--- src/rtl/mvs_pkg.sv ---
package mvs_pkg;

   localparam int PENDING_BITS_DEF = 34;
   localparam int LENGTH_BITS_DEF  = 32;
   localparam int QUEUE_DEPTH      = 4;
   localparam int QUEUE_PTR_BITS   = $clog2(QUEUE_DEPTH);

   // status codes carried on rsp_tuser
   localparam logic [1:0] ST_OK    = 2'd0;
   localparam logic [1:0] ST_BAD   = 2'd1;
   localparam logic [1:0] ST_TRUNC = 2'd2;
   localparam logic [1:0] ST_OVF   = 2'd3;

   // length kinds for multi-byte headers
   localparam logic [1:0] HK_STR   = 2'd0;
   localparam logic [1:0] HK_EXT   = 2'd1;
   localparam logic [1:0] HK_ARRAY = 2'd2;
   localparam logic [1:0] HK_MAP   = 2'd3;

   typedef enum logic [1:0] {
      PH_MARK = 2'd0,
      PH_HEAD = 2'd1,
      PH_PAY  = 2'd2,
      PH_DROP = 2'd3
   } phase_type;

   typedef enum logic [2:0] {
      ACT_SIMPLE = 3'd0,
      ACT_PEND   = 3'd1,
      ACT_PAY    = 3'd2,
      ACT_HEAD   = 3'd3,
      ACT_BAD    = 3'd4
   } action_type;

   typedef struct packed {
      action_type act;
      logic [4:0] n;          // pending increment or fixed payload length
      logic [2:0] hdr_bytes;
      logic [1:0] hdr_kind;
   } marker_type;

   typedef struct packed {
      logic [7:0] data_byte;
      logic       eob;
      marker_type mark;
   } item_type;

   function automatic logic [4:0] fixed_len(input logic [7:0] m);
      logic [4:0] r;
      case (m)
         8'hCA: r = 5'd4;
         8'hCB: r = 5'd8;
         8'hCC: r = 5'd1;
         8'hCD: r = 5'd2;
         8'hCE: r = 5'd4;
         8'hCF: r = 5'd8;
         8'hD0: r = 5'd1;
         8'hD1: r = 5'd2;
         8'hD2: r = 5'd4;
         8'hD3: r = 5'd8;
         8'hD4: r = 5'd2;
         8'hD5: r = 5'd3;
         8'hD6: r = 5'd5;
         8'hD7: r = 5'd9;
         8'hD8: r = 5'd17;
         default: r = 5'd0;
      endcase
      return r;
   endfunction

   function automatic marker_type decode_marker(input logic [7:0] m);
      marker_type d;
      d.act       = ACT_SIMPLE;
      d.n         = 5'd0;
      d.hdr_bytes = 3'd0;
      d.hdr_kind  = HK_STR;
      if (m < 8'h80 || m >= 8'hE0 || m == 8'hC0 || m == 8'hC2 || m == 8'hC3) begin
         d.act = ACT_SIMPLE;
      end else if (m <= 8'h8F) begin
         d.act = ACT_PEND;
         d.n   = {m[3:0], 1'b0};
      end else if (m <= 8'h9F) begin
         d.act = ACT_PEND;
         d.n   = {1'b0, m[3:0]};
      end else if (m <= 8'hBF) begin
         d.act = ACT_PAY;
         d.n   = m[4:0];
      end else if (m >= 8'hCA && m <= 8'hD8) begin
         d.act = ACT_PAY;
         d.n   = fixed_len(m);
      end else begin
         d.act = ACT_HEAD;
         case (m)
            8'hC4, 8'hD9: begin d.hdr_bytes = 3'd1; d.hdr_kind = HK_STR;   end
            8'hC5, 8'hDA: begin d.hdr_bytes = 3'd2; d.hdr_kind = HK_STR;   end
            8'hC6, 8'hDB: begin d.hdr_bytes = 3'd4; d.hdr_kind = HK_STR;   end
            8'hC7:        begin d.hdr_bytes = 3'd1; d.hdr_kind = HK_EXT;   end
            8'hC8:        begin d.hdr_bytes = 3'd2; d.hdr_kind = HK_EXT;   end
            8'hC9:        begin d.hdr_bytes = 3'd4; d.hdr_kind = HK_EXT;   end
            8'hDC:        begin d.hdr_bytes = 3'd2; d.hdr_kind = HK_ARRAY; end
            8'hDD:        begin d.hdr_bytes = 3'd4; d.hdr_kind = HK_ARRAY; end
            8'hDE:        begin d.hdr_bytes = 3'd2; d.hdr_kind = HK_MAP;   end
            8'hDF:        begin d.hdr_bytes = 3'd4; d.hdr_kind = HK_MAP;   end
            default:      d.act = ACT_BAD;
         endcase
      end
      return d;
   endfunction

endpackage

--- src/rtl/mvs_front.sv ---
module mvs_front (
   input  logic              req_tvalid,
   output logic              req_tready,
   input  logic [7:0]        req_tdata,   // [7:0] data_byte
   input  logic              req_tlast,   // end_of_buffer
   input  logic              queue_full,
   output logic              push,
   output mvs_pkg::item_type push_item
);
   import mvs_pkg::*;

   // every byte is classified as if it were a marker; the back end
   // ignores the decode when it is in a header or payload phase
   assign req_tready          = !queue_full;
   assign push                = req_tvalid && !queue_full;
   assign push_item.data_byte = req_tdata;
   assign push_item.eob       = req_tlast;
   assign push_item.mark      = decode_marker(req_tdata);

endmodule

--- src/rtl/mvs_queue.sv ---
module mvs_queue (
   input  logic              clock,
   input  logic              reset,
   input  logic              push,
   input  mvs_pkg::item_type push_item,
   output logic              full,
   input  logic              pop,
   output logic              not_empty,
   output mvs_pkg::item_type pop_item
);
   import mvs_pkg::*;

   item_type                 mem_ff [QUEUE_DEPTH];
   logic [QUEUE_PTR_BITS-1:0] wr_ptr_ff, wr_ptr_in;
   logic [QUEUE_PTR_BITS-1:0] rd_ptr_ff, rd_ptr_in;
   logic [QUEUE_PTR_BITS:0]   count_ff, count_in;

   assign full      = (count_ff == (QUEUE_PTR_BITS+1)'(QUEUE_DEPTH));
   assign not_empty = (count_ff != '0);
   assign pop_item  = mem_ff[rd_ptr_ff];

   always_comb begin
      wr_ptr_in = push ? wr_ptr_ff + 1'b1 : wr_ptr_ff;
      rd_ptr_in = pop ? rd_ptr_ff + 1'b1 : rd_ptr_ff;
      count_in  = count_ff;
      if (push && !pop) begin
         count_in = count_ff + 1'b1;
      end else if (!push && pop) begin
         count_in = count_ff - 1'b1;
      end
   end

   always_ff @(posedge clock) begin
      if (reset) begin
         wr_ptr_ff <= '0;
         rd_ptr_ff <= '0;
         count_ff  <= '0;
      end else begin
         wr_ptr_ff <= wr_ptr_in;
         rd_ptr_ff <= rd_ptr_in;
         count_ff  <= count_in;
      end
   end

   always_ff @(posedge clock) begin
      if (push) begin
         mem_ff[wr_ptr_ff] <= push_item;
      end
   end

endmodule

--- src/rtl/mvs_back.sv ---
module mvs_back #(
   parameter int PENDING_BITS = mvs_pkg::PENDING_BITS_DEF,
   parameter int LENGTH_BITS  = mvs_pkg::LENGTH_BITS_DEF
) (
   input  logic              clock,
   input  logic              reset,
   input  logic              item_valid,
   input  mvs_pkg::item_type item,
   output logic              pop,
   output logic              rsp_tvalid,
   input  logic              rsp_tready,
   output logic [31:0]       rsp_tdata,   // [31:0] value_bytes
   output logic [1:0]        rsp_tuser,   // [1:0] status
   output logic              rsp_tlast    // at_buffer_end
);
   import mvs_pkg::*;

   localparam int PB   = PENDING_BITS;
   localparam int LB   = LENGTH_BITS;
   localparam int PAYW = LB + 1;
   localparam int SUMW = ((PB > LB + 1) ? PB : LB + 1) + 1;

   phase_type         phase_ff, phase_in;
   logic [2:0]        hdr_left_ff, hdr_left_in;
   logic [1:0]        hdr_kind_ff, hdr_kind_in;
   logic [31:0]       hdr_acc_ff, hdr_acc_in;
   logic [PAYW-1:0]   pay_left_ff, pay_left_in;
   logic [PB-1:0]     pend_ff, pend_in;
   logic [31:0]       bcnt_ff, bcnt_in;

   logic              out_valid_ff, out_valid_in;
   logic [31:0]       out_bytes_ff;
   logic [1:0]        out_status_ff;
   logic              out_last_ff;

   logic              res_valid;
   logic [1:0]        res_status;
   logic [31:0]       res_bytes;

   assign pop        = item_valid && (!out_valid_ff || rsp_tready);
   assign rsp_tvalid = out_valid_ff;
   assign rsp_tdata  = out_bytes_ff;
   assign rsp_tuser  = out_status_ff;
   assign rsp_tlast  = out_last_ff;

   always_comb begin
      logic [31:0]     bc_n;
      logic [PB-1:0]   pend_dec;
      logic [SUMW-1:0] base;
      logic [SUMW-1:0] addend;
      logic [SUMW-1:0] sum;
      logic            sum_ovf;
      logic [31:0]     acc_n;
      logic [2:0]      left_n;
      logic            too_long;
      logic [LB-1:0]   len;
      logic [PAYW-1:0] hdr_pay;
      logic [1:0]      err;

      phase_in    = phase_ff;
      hdr_left_in = hdr_left_ff;
      hdr_kind_in = hdr_kind_ff;
      hdr_acc_in  = hdr_acc_ff;
      pay_left_in = pay_left_ff;
      pend_in     = pend_ff;
      bcnt_in     = bcnt_ff;
      res_valid   = 1'b0;
      res_status  = ST_OK;
      err         = ST_OK;

      bc_n     = (&bcnt_ff) ? bcnt_ff : bcnt_ff + 32'd1;
      pend_dec = (pend_ff != '0) ? pend_ff - {{(PB-1){1'b0}}, 1'b1} : pend_ff;
      acc_n    = {hdr_acc_ff[23:0], item.data_byte};
      left_n   = (hdr_left_ff != 3'd0) ? hdr_left_ff - 3'd1 : 3'd0;
      too_long = (({1'b0, acc_n} >> LB) != 33'd0);
      len      = acc_n[LB-1:0];
      hdr_pay  = (hdr_kind_ff == HK_EXT) ? {1'b0, len} + PAYW'(1) : {1'b0, len};

      // one shared adder for the pending count
      if (phase_ff == PH_MARK) begin
         base   = SUMW'(pend_dec);
         addend = SUMW'(item.mark.n);
      end else begin
         base   = SUMW'(pend_ff);
         addend = (hdr_kind_ff == HK_MAP) ? SUMW'({len, 1'b0}) : SUMW'({1'b0, len});
      end
      sum     = base + addend;
      sum_ovf = (sum[SUMW-1:PB] != '0);

      if (pop) begin
         if (phase_ff == PH_DROP) begin
            if (item.eob) begin
               phase_in    = PH_MARK;
               hdr_left_in = '0;
               hdr_kind_in = '0;
               hdr_acc_in  = '0;
               pay_left_in = '0;
               pend_in     = '0;
               bcnt_in     = '0;
            end
         end else begin
            bcnt_in = bc_n;
            case (phase_ff)
               PH_MARK: begin
                  pend_in = pend_dec;
                  case (item.mark.act)
                     ACT_SIMPLE: ;
                     ACT_PEND: begin
                        if (sum_ovf) begin
                           err = ST_OVF;
                        end else begin
                           pend_in = sum[PB-1:0];
                        end
                     end
                     ACT_PAY: begin
                        pay_left_in = PAYW'(item.mark.n);
                        phase_in    = (item.mark.n == 5'd0) ? PH_MARK : PH_PAY;
                     end
                     ACT_HEAD: begin
                        hdr_left_in = item.mark.hdr_bytes;
                        hdr_kind_in = item.mark.hdr_kind;
                        hdr_acc_in  = '0;
                        phase_in    = PH_HEAD;
                     end
                     default: err = ST_BAD;
                  endcase
               end
               PH_HEAD: begin
                  hdr_acc_in  = acc_n;
                  hdr_left_in = left_n;
                  if (left_n == 3'd0) begin
                     phase_in = PH_MARK;
                     if (too_long) begin
                        err = ST_OVF;
                     end else if (hdr_kind_ff == HK_STR || hdr_kind_ff == HK_EXT) begin
                        pay_left_in = hdr_pay;
                        phase_in    = (hdr_pay == '0) ? PH_MARK : PH_PAY;
                     end else if (sum_ovf) begin
                        err = ST_OVF;
                     end else begin
                        pend_in = sum[PB-1:0];
                     end
                  end
               end
               default: begin
                  pay_left_in = (pay_left_ff != '0) ? pay_left_ff - PAYW'(1) : pay_left_ff;
                  if (pay_left_in == '0) begin
                     phase_in = PH_MARK;
                  end
               end
            endcase

            if (err != ST_OK || (phase_in != PH_MARK || pend_in != '0) && item.eob) begin
               // error or truncation: report and clear all parser state
               res_valid   = 1'b1;
               res_status  = (err != ST_OK) ? err : ST_TRUNC;
               phase_in    = (err != ST_OK && !item.eob) ? PH_DROP : PH_MARK;
               hdr_left_in = '0;
               hdr_kind_in = '0;
               hdr_acc_in  = '0;
               pay_left_in = '0;
               pend_in     = '0;
               bcnt_in     = '0;
            end else if (phase_in == PH_MARK && pend_in == '0) begin
               res_valid  = 1'b1;
               res_status = ST_OK;
               bcnt_in    = '0;
            end
         end
      end
      res_bytes = bc_n;

      if (pop) begin
         out_valid_in = res_valid;
      end else begin
         out_valid_in = out_valid_ff && !rsp_tready;
      end
   end

   always_ff @(posedge clock) begin
      if (reset) begin
         phase_ff     <= PH_MARK;
         hdr_left_ff  <= '0;
         hdr_kind_ff  <= '0;
         hdr_acc_ff   <= '0;
         pay_left_ff  <= '0;
         pend_ff      <= '0;
         bcnt_ff      <= '0;
         out_valid_ff <= 1'b0;
      end else begin
         phase_ff     <= phase_in;
         hdr_left_ff  <= hdr_left_in;
         hdr_kind_ff  <= hdr_kind_in;
         hdr_acc_ff   <= hdr_acc_in;
         pay_left_ff  <= pay_left_in;
         pend_ff      <= pend_in;
         bcnt_ff      <= bcnt_in;
         out_valid_ff <= out_valid_in;
      end
   end

   always_ff @(posedge clock) begin
      if (pop && res_valid) begin
         out_bytes_ff  <= res_bytes;
         out_status_ff <= res_status;
         out_last_ff   <= item.eob;
      end
   end

endmodule

--- src/rtl/msgpack_value_skipper_core.sv ---
// Throughput: one byte per cycle sustained while rsp_tready does not hold results back,
//    a result at most once per byte. Path: the byte that ends a value is written to the
//    queue, then parsed into the output register that drives rsp_tvalid.
// A four-entry queue lets intake continue while the output register stalls.
// Reset: synchronous, active high; empties the queue, drops any held result
//    and returns the parser to expect a marker byte with no value open.
module msgpack_value_skipper_core #(
   parameter int PENDING_BITS = mvs_pkg::PENDING_BITS_DEF,
   parameter int LENGTH_BITS  = mvs_pkg::LENGTH_BITS_DEF
) (
   input  logic        clock,
   input  logic        reset,
   input  logic        req_tvalid,
   output logic        req_tready,
   input  logic [7:0]  req_tdata,   // [7:0] data_byte
   input  logic        req_tlast,   // end_of_buffer
   output logic        rsp_tvalid,
   input  logic        rsp_tready,
   output logic [31:0] rsp_tdata,   // [31:0] value_bytes
   output logic [1:0]  rsp_tuser,   // [1:0] status
   output logic        rsp_tlast    // at_buffer_end
);
   import mvs_pkg::*;

   logic     push;
   item_type push_item;
   logic     queue_full;
   logic     pop;
   logic     not_empty;
   item_type pop_item;

   mvs_front u_front (
      .req_tvalid (req_tvalid),
      .req_tready (req_tready),
      .req_tdata  (req_tdata),
      .req_tlast  (req_tlast),
      .queue_full (queue_full),
      .push       (push),
      .push_item  (push_item)
   );

   mvs_queue u_queue (
      .clock     (clock),
      .reset     (reset),
      .push      (push),
      .push_item (push_item),
      .full      (queue_full),
      .pop       (pop),
      .not_empty (not_empty),
      .pop_item  (pop_item)
   );

   mvs_back #(
      .PENDING_BITS (PENDING_BITS),
      .LENGTH_BITS  (LENGTH_BITS)
   ) u_back (
      .clock      (clock),
      .reset      (reset),
      .item_valid (not_empty),
      .item       (pop_item),
      .pop        (pop),
      .rsp_tvalid (rsp_tvalid),
      .rsp_tready (rsp_tready),
      .rsp_tdata  (rsp_tdata),
      .rsp_tuser  (rsp_tuser),
      .rsp_tlast  (rsp_tlast)
   );

endmodule

--- config.mk ---
export PLATFORM = sky130hd
export DESIGN_NAME = msgpack_value_skipper_core
export DESIGN_NICKNAME = d
export VERILOG_FILES = /design/src/rtl/mvs_pkg.sv /design/src/rtl/mvs_front.sv /design/src/rtl/mvs_queue.sv /design/src/rtl/mvs_back.sv /design/src/rtl/msgpack_value_skipper_core.sv
export SDC_FILE = /design/constraint.sdc
export NUM_CORES = 1
export LEC_CHECK = 0
export BUFFER_PORTS_ARGS = -buffer_cell sky130_fd_sc_hd__buf_4
export CORE_ASPECT_RATIO = 1.25
export CORE_MARGIN = 5
export CORE_UTILIZATION = 64
export DETAILED_ROUTE_END_ITERATION = 6
export PLACE_DENSITY_LB_ADDON = 0.25
export SYNTH_ARGS = -nofsm -noshare
export SYNTH_HDL_FRONTEND = slang
export SYNTH_SLANG_ARGS = --single-unit
--- constraint.sdc ---
create_clock -name clock -period 10.9 [get_ports clock]
set_input_delay 0.545 -clock clock [delete_from_list [all_inputs] [get_ports clock]]
set_output_delay 0.545 -clock clock [all_outputs]
set_load 0.02 [all_outputs]
== Yosys cells after proc, flatten, opt, wreduce, memory -nomap -nowiden ==
Memory sizes are Yosys's and may differ from the RTL's. A register that Yosys moved wholly into a read port is not among the register bits.
Cells that the tools add are included.
Word-level totals
  bits in registers: 173
  bits of input ports: 13
  memory bits (writable): 88
  output and inout port bits: 37
  logic and storage cells: 229
  memories kept: 1
Memories
  u_queue.mem_ff: depth 4, width 22, rd ports 1, clocked after Yosys merged registers in 1, wr ports 1, line mvs_queue.sv:13  | item_type mem_ff [QUEUE_DEPTH];
Operators by class
  bitwise operators: 3
  multiplexer cells: 89
  equality and inequality tests: 44
  order comparisons: 7
  add/subtract/negate cells: 10
  reductions and logical operators: 60
Operators with widths (count)
  34-bit two-way mux: 12
  33-bit two-way mux: 9
  8-bit equality test, second input constant: 31
  32-bit two-way mux: 5
  24-bit two-way mux: 3
  34-bit case mux with 2 select lines: 1
  34-bit nonzero test: 2
  33-bit zero test: 2
  33-bit case mux with 2 select lines: 1
  5-bit case mux with 10 select lines: 1
  24-bit case mux with 2 select lines: 1
  2-bit two-way mux: 23
  5-bit case mux with 8 select lines: 1
  35-bit adder: 1
  35-bit two-way mux: 1
  34-bit zero test: 1
  34-bit by 1-bit subtractor with 34-bit output, second input constant: 1
  32-bit by 1-bit adder with 33-bit output, second input constant: 1
  33-bit nonzero test: 1
  33-bit by 1-bit subtractor with 33-bit output, second input constant: 1
  32-bit by 1-bit adder with 32-bit output, second input constant: 1
  8-bit less-or-equal comparator, second input constant: 4
  32-bit AND reduction: 1
  3-bit two-way mux: 10
  36 further kinds: 98

== Longest topological paths before layout ==
  word-level depth: 18
  mapped depth: 29
  depth with buffers taken out: 23

== Cells and area by module ==
Synthesis repeated with hierarchy kept, for this count alone.
Unflattened totals
  cells, all modules: 2115
  area total of the unflattened synthesis: 18246.2 um^2
By module, submodules not included
  mvs_back: sequential area each 3673.5 um^2, area each 13907.1 um^2, cells each 1848, times used 1
  mvs_queue: sequential area each 2822.7 um^2, area each 3608.5 um^2, cells each 158, times used 1
  mvs_front: sequential area each 0.0 um^2, area each 730.7 um^2, cells each 109, times used 1

== Least setup slack after synthesis ==
Ideal clock, no wire load.
  kind: register to register
  start point: reg u_back.pend_ff[13]
  end point: reg u_back.out_bytes_ff[0] (netlist: u_back.rsp_tdata[0]) (enable)
  period minus slack after synthesis: 8571 ps
  slack: 2329 ps
  data required time: 10473 ps
  arrival: 8144 ps
  cell stages (with the launch flop): 26
  cell sequence: dfxtp_1 -> clkbuf_1 -> or4_1 -> nor4_1 -> and3_1 -> clkbuf_1 -> nor2_1 -> nand2_1 -> nor2_1 -> xor2_1 -> ha_1 -> a21o_1 -> a221oi_1 -> o21ai_0 -> a2111oi_0 -> o31ai_1 -> a31o_1 -> o31ai_1 -> xnor2_1 -> a2111oi_0 -> nand4_1 -> or3_1 -> and3_1 -> buf_2 -> buf_2 -> nor2_1
On the way
  cells in the longest elaborated chain, start to end: 18
RTL lines
  start, declared: line mvs_back.sv:28  | logic [PB-1:0] pend_ff, pend_in;
  start signal, assigned: line mvs_back.sv:196  | pend_ff <= pend_in;
  34-bit by 1-bit subtractor with 34-bit output or 34-bit nonzero test (tied branches): line mvs_back.sv:72  | pend_dec = (pend_ff != '0) ? pend_ff - {{(PB-1){1'b0}}, 1'b1} : pend_ff;
  34-bit two-way mux: line mvs_back.sv:72
  34-bit two-way mux: line mvs_back.sv:80  | if (phase_ff == PH_MARK) begin
  35-bit adder: line mvs_back.sv:87  | sum = base + addend;
  34-bit two-way mux: line mvs_back.sv:138  | end else if (sum_ovf) begin
  34-bit two-way mux: line mvs_back.sv:135  | end else if (hdr_kind_ff == HK_STR || hdr_kind_ff == HK_EXT) begin
  34-bit two-way mux: line mvs_back.sv:131  | if (left_n == 3'd0) begin
  34-bit case mux with 2 select lines: line mvs_back.sv:103  | case (phase_ff)
  (+2 left out)
  34-bit nonzero test: line mvs_back.sv:153  | if (err != ST_OK || (phase_in != PH_MARK || pend_in != '0) && item.eob) begin
  1-bit logical OR: line mvs_back.sv:153
  1-bit logical AND: line mvs_back.sv:153
  1-bit logical OR: line mvs_back.sv:153
  1-bit two-way mux (*): line mvs_back.sv:153
  1-bit two-way mux (*): line mvs_back.sv:91  | if (phase_ff == PH_DROP) begin
  1-bit two-way mux (*): line mvs_back.sv:90  | if (pop) begin
  1-bit logical AND (*): line mvs_back.sv:203  | if (pop && res_valid) begin
  end signal, assigned: line mvs_back.sv:204  | out_bytes_ff <= res_bytes;
  end, declared: line mvs_back.sv:32  | logic [31:0] out_bytes_ff;
Every way passes the cells marked *; elsewhere a longest branch is shown, timed or not. The select of a mux whose other input is x is not followed.
A chain may end at the register's enable or synchronous reset.

== Worst setup path after layout ==
  start point: reg u_back.pend_ff[13]
  end point: reg u_back.out_bytes_ff[12] (netlist: u_back.rsp_tdata[12]) (enable)
Same word-level chain as after synthesis.

==> flow_summary.ini <==
[status]
status = completed

[yosys]
synth_common_cells = nand2_1 (187), nor2_1 (153), dfxtp_1 (140)
synth.area.mux_share_pct = 3.768
post_synth_and_or_nand_nor_area_fraction_pct = 21.18
post-synth-top-count-cell = nand2_1
synth_adder_area_share_pct = 3.536
synth.distinct_cells = 98
post_synth_inst_count = 2010
postSynth.topFlopCell = dfxtp_1
synth_largest_area_cell = edfxtp_1
synth.avg_cell_area_sq_um = 8.838
synthesized_area_sq_mm = 0.01776
synth_top_family_by_area = compound AO/OA/AOI/OAI gates
synth_async_sr_flop_share_pct = 0
synthesized_flop_and_latch_total = 263
synth_enable_flop_cells = 123
synth.top_cells.by_area = edfxtp_1 (21%), dfxtp_1 (16%), xnor2_1 (4.5%)
yosysWarnings = 0
synth-seq-area-share_pct = 36.57
synth.net_count = 2072
synth-compound-area-share_pct = 21.77
synth_xor_xnor_area_share_pct = 8.036
netlist.area_leader.share_pct = 20.79

[worst_setup_path]
critical_path_peak_fanout = 35
critical_path.top_delay_family = simple AND/OR/NAND/NOR gates
critPathKind = reg -> reg
worstPathCellList = or4_1, nor4_1, and3_1, nor2_1, nand2_1, nor2_1, xor2_1, ha_1, a21o_1, a221oi_1, o21ai_0, a2111oi_0, o31ai_1, a31o_1, o31ai_1, xnor2_1, a2111oi_0, nand4_1, or3_1, and3_1, buf_4, nor2_4
worstReg2RegStart = u_back.pend_ff[13]
timing.critical_path.arrival_ns = 9.78
worst_setup_path_start_kind = flip-flop
required_ns = 11.07
slowest_stage = a2111oi_0
buffering_stage_count_on_the_worst_path_with_inverters_included = 1
worst_r2r_endpoint = u_back.rsp_tdata[12]
reg2regPathDepth = 22
cp_slowest_stage_delay_ns = 1.18
cp-end-kind = flip-flop
timing.reg2reg.setup_slack_ns = 1.29

[clocking]
clock_network_latency_to_the_later_pin_of_the_worst_skew_pair_ns = 0.59
clock_tree_from_tritoncts = yes
cts_inserted_buffers = 28
cts.sinks = 263
cts.hold.buffers_added = 0
clk_pin_slew_worst_paths_ns = 0.06
cts.htree.levels = 1
postCtsResizedCells = 0
clockRootBuffer = clkbuf_16
maximum_number_of_buffers_from_clock_root_to_sink = 3
post_cts_buffers = 0

[global_routing]
globalRoute.totalOverflow = 0
grt_pass1_vias = 15980
globalRouteTotalUtil_pct = 35.14
antenna_found_initial = 1
grt_start_max_net_pins = 62
wire_length_of_the_first_global_routing_pass_um = 89460

[floorplanning]
initial_utilization_pct = 64.64
core-area_sq_mm = 0.02748
ioPinCount = 50
std_cell_rows = 68
die_height_um = 196.3
fp.dieW_um = 159.0
floorplan.die_area_sq_mm = 0.03121

[finish]
drive_above_1_share_pct = 9.626
multi_input_area_sq_mm = 0.01039
nNetsFinal = 1994
seqCellArea_sq_mm = 0.006496
n_antenna_cell = 0
syn2layout_area_growth_pct = 6.924
fillerInstances = 2161

[sta]
fmax_ghz = 0.1041
tns_ns = 0
worst_clock_skew_ns = 0.04299
setup_viol_count_final = 0
timing_max_transition_violations_final = 0
worst_slew_pin_slew_ns = 1.338
slew_headroom_pct = 8.491
clock_period_minus_worst_slack_ns = 9.605
rsz_0062_raised_after_global_routing = false
timing.final.hold_violations = 0
layout_worst_path_cycle_share_pct = 88.12

[routing]
antenna_left = 0
drt_iter0_drc = 2102
drt_pass1_iterations = 6
drc = 0
routed_via_density = 7.155
route.final.wire_length_um = 56800
num_vias = 16480
post_drt_wl_per_cell_um = 24.66

[place]
routabilityCongestion = 0.9940
io_buffer_count = 49
place_hpwl_um = 40320

[worst_hold_path]
hold-path-endpoint = u_queue.mem_ff[2][13]
hold-path-cell-count = 1
hp-start = req_tlast
hold_class = in -> reg

[run]
maxCapViolations = 0
## layout make-up
type	count	area share (%)
Clock inverter	19	1.186
Tap cell	350	2.306
Sequential cell	263	34.20
Inverter	40	0.7905
Timing Repair Buffer	75	2.964
Multi-Input combinational cell	1524	54.67
Clock buffer	32	3.880
## worst reg2reg max path, stage by stage, from the launching register on
cell and delay, ns:
dfxtp_1 0.41, or4_1 0.57, nor4_1 0.70, and3_1 0.49, nor2_1 0.20, nand2_1 0.34, nor2_1 0.09, xor2_1 0.17
ha_1 0.38, a21o_1 0.19, a221oi_1 0.52, o21ai_0 0.33, a2111oi_0 1.18, o31ai_1 0.27, a31o_1 0.32, o31ai_1 0.26
xnor2_1 0.12, a2111oi_0 0.64, nand4_1 0.40, or3_1 0.48, and3_1 0.19, buf_4 0.23, nor2_4 0.74
## logic make-up (layout without fill, tap and decap cells)
| kind of cell | count (synthesis) | count (layout) |
|---|---|---|
| flip-flops | 263 | 263 |
| AO/OA/AOI/OAI | 532 | 532 |
| multiplexers | 39 | 39 |
| adder cells (fa/ha/maj) | 49 | 49 |
| buffers and inverters | 223 | 166 |
| XOR/XNOR | 163 | 163 |
| AND/OR/NAND/NOR | 741 | 741 |
## per-stage QoR
stage                     area [sq um]  setup WS [ns]  hold slack (ns)  std cells  utilization, %
after global routing             18990         0.9101           0.1614       2303           69.12
after CTS                        18990          1.613           0.1546       2303           69.12
after global placement           18030          1.851           0.4366       2252           65.62
final                            18990          1.295           0.1731       2303           69.12
after detailed placement         18030          1.668           0.4480       2252           65.62
after floorplan                  17760          2.329           0.4239       2010               -
## metal layers
metal	up-vias	track usage, %	wire [um]
met5	-	0	19
met4	2	17.64	3123
met3	227	6.745	5505
met2	1047	59.18	27260
met1	7781	43.23	20890
li1	7420	-	-
## how the worst max path moves through the flow
| stage | startpoint | endpoint | cells after the start |
|---|---|---|---|
| floorplan | u_back.pend_ff[13] | u_back.rsp_tdata[0] | 25 |
| global placement | u_back.pend_ff[13] | u_back.rsp_tdata[12] | 22 |
| detailed placement | u_back.pend_ff[4] | u_back.rsp_tdata[9] | 22 |
| CTS | u_back.pend_ff[4] | u_back.rsp_tdata[12] | 22 |
| global route | u_back.pend_ff[4] | u_back.rsp_tdata[12] | 22 |
| finish | u_back.pend_ff[13] | u_back.rsp_tdata[12] | 22 |
## registers in the layout (all words and copies together) (netlist names), named ones only
register,cells
u_back.bcnt_ff,32
u_queue.count_ff,3
u_back.phase_ff,2
u_queue.rd_ptr_ff,2
u_back.rsp_tlast,1
u_back.hdr_acc_ff,24
u_back.rsp_tvalid,1
u_back.rsp_tuser,2
u_back.rsp_tdata,32
u_back.hdr_kind_ff,2
u_back.pend_ff,34
u_queue.wr_ptr_ff,2
u_queue.mem_ff,88
u_back.pay_left_ff,33
u_back.hdr_left_ff,3
## placed cells by master (no fill, tap or decap), types with 39 or more instances in the layout
cell        n
nand4_1    43
xor2_1     71
nor4_1     45
o21ai_0    66
ha_1       46
buf_4      75
xnor2_1    92
nand3_1    92
nor3_1     61
edfxtp_1  123
a21oi_1   113
a22o_1     58
dfxtp_1   140
nor2_1    150
inv_1      39
nand2_1   187
Power is left out: the tool's default activity adds up to more than one toggle a clock period on the data nets, which glitch-free logic cannot reach.
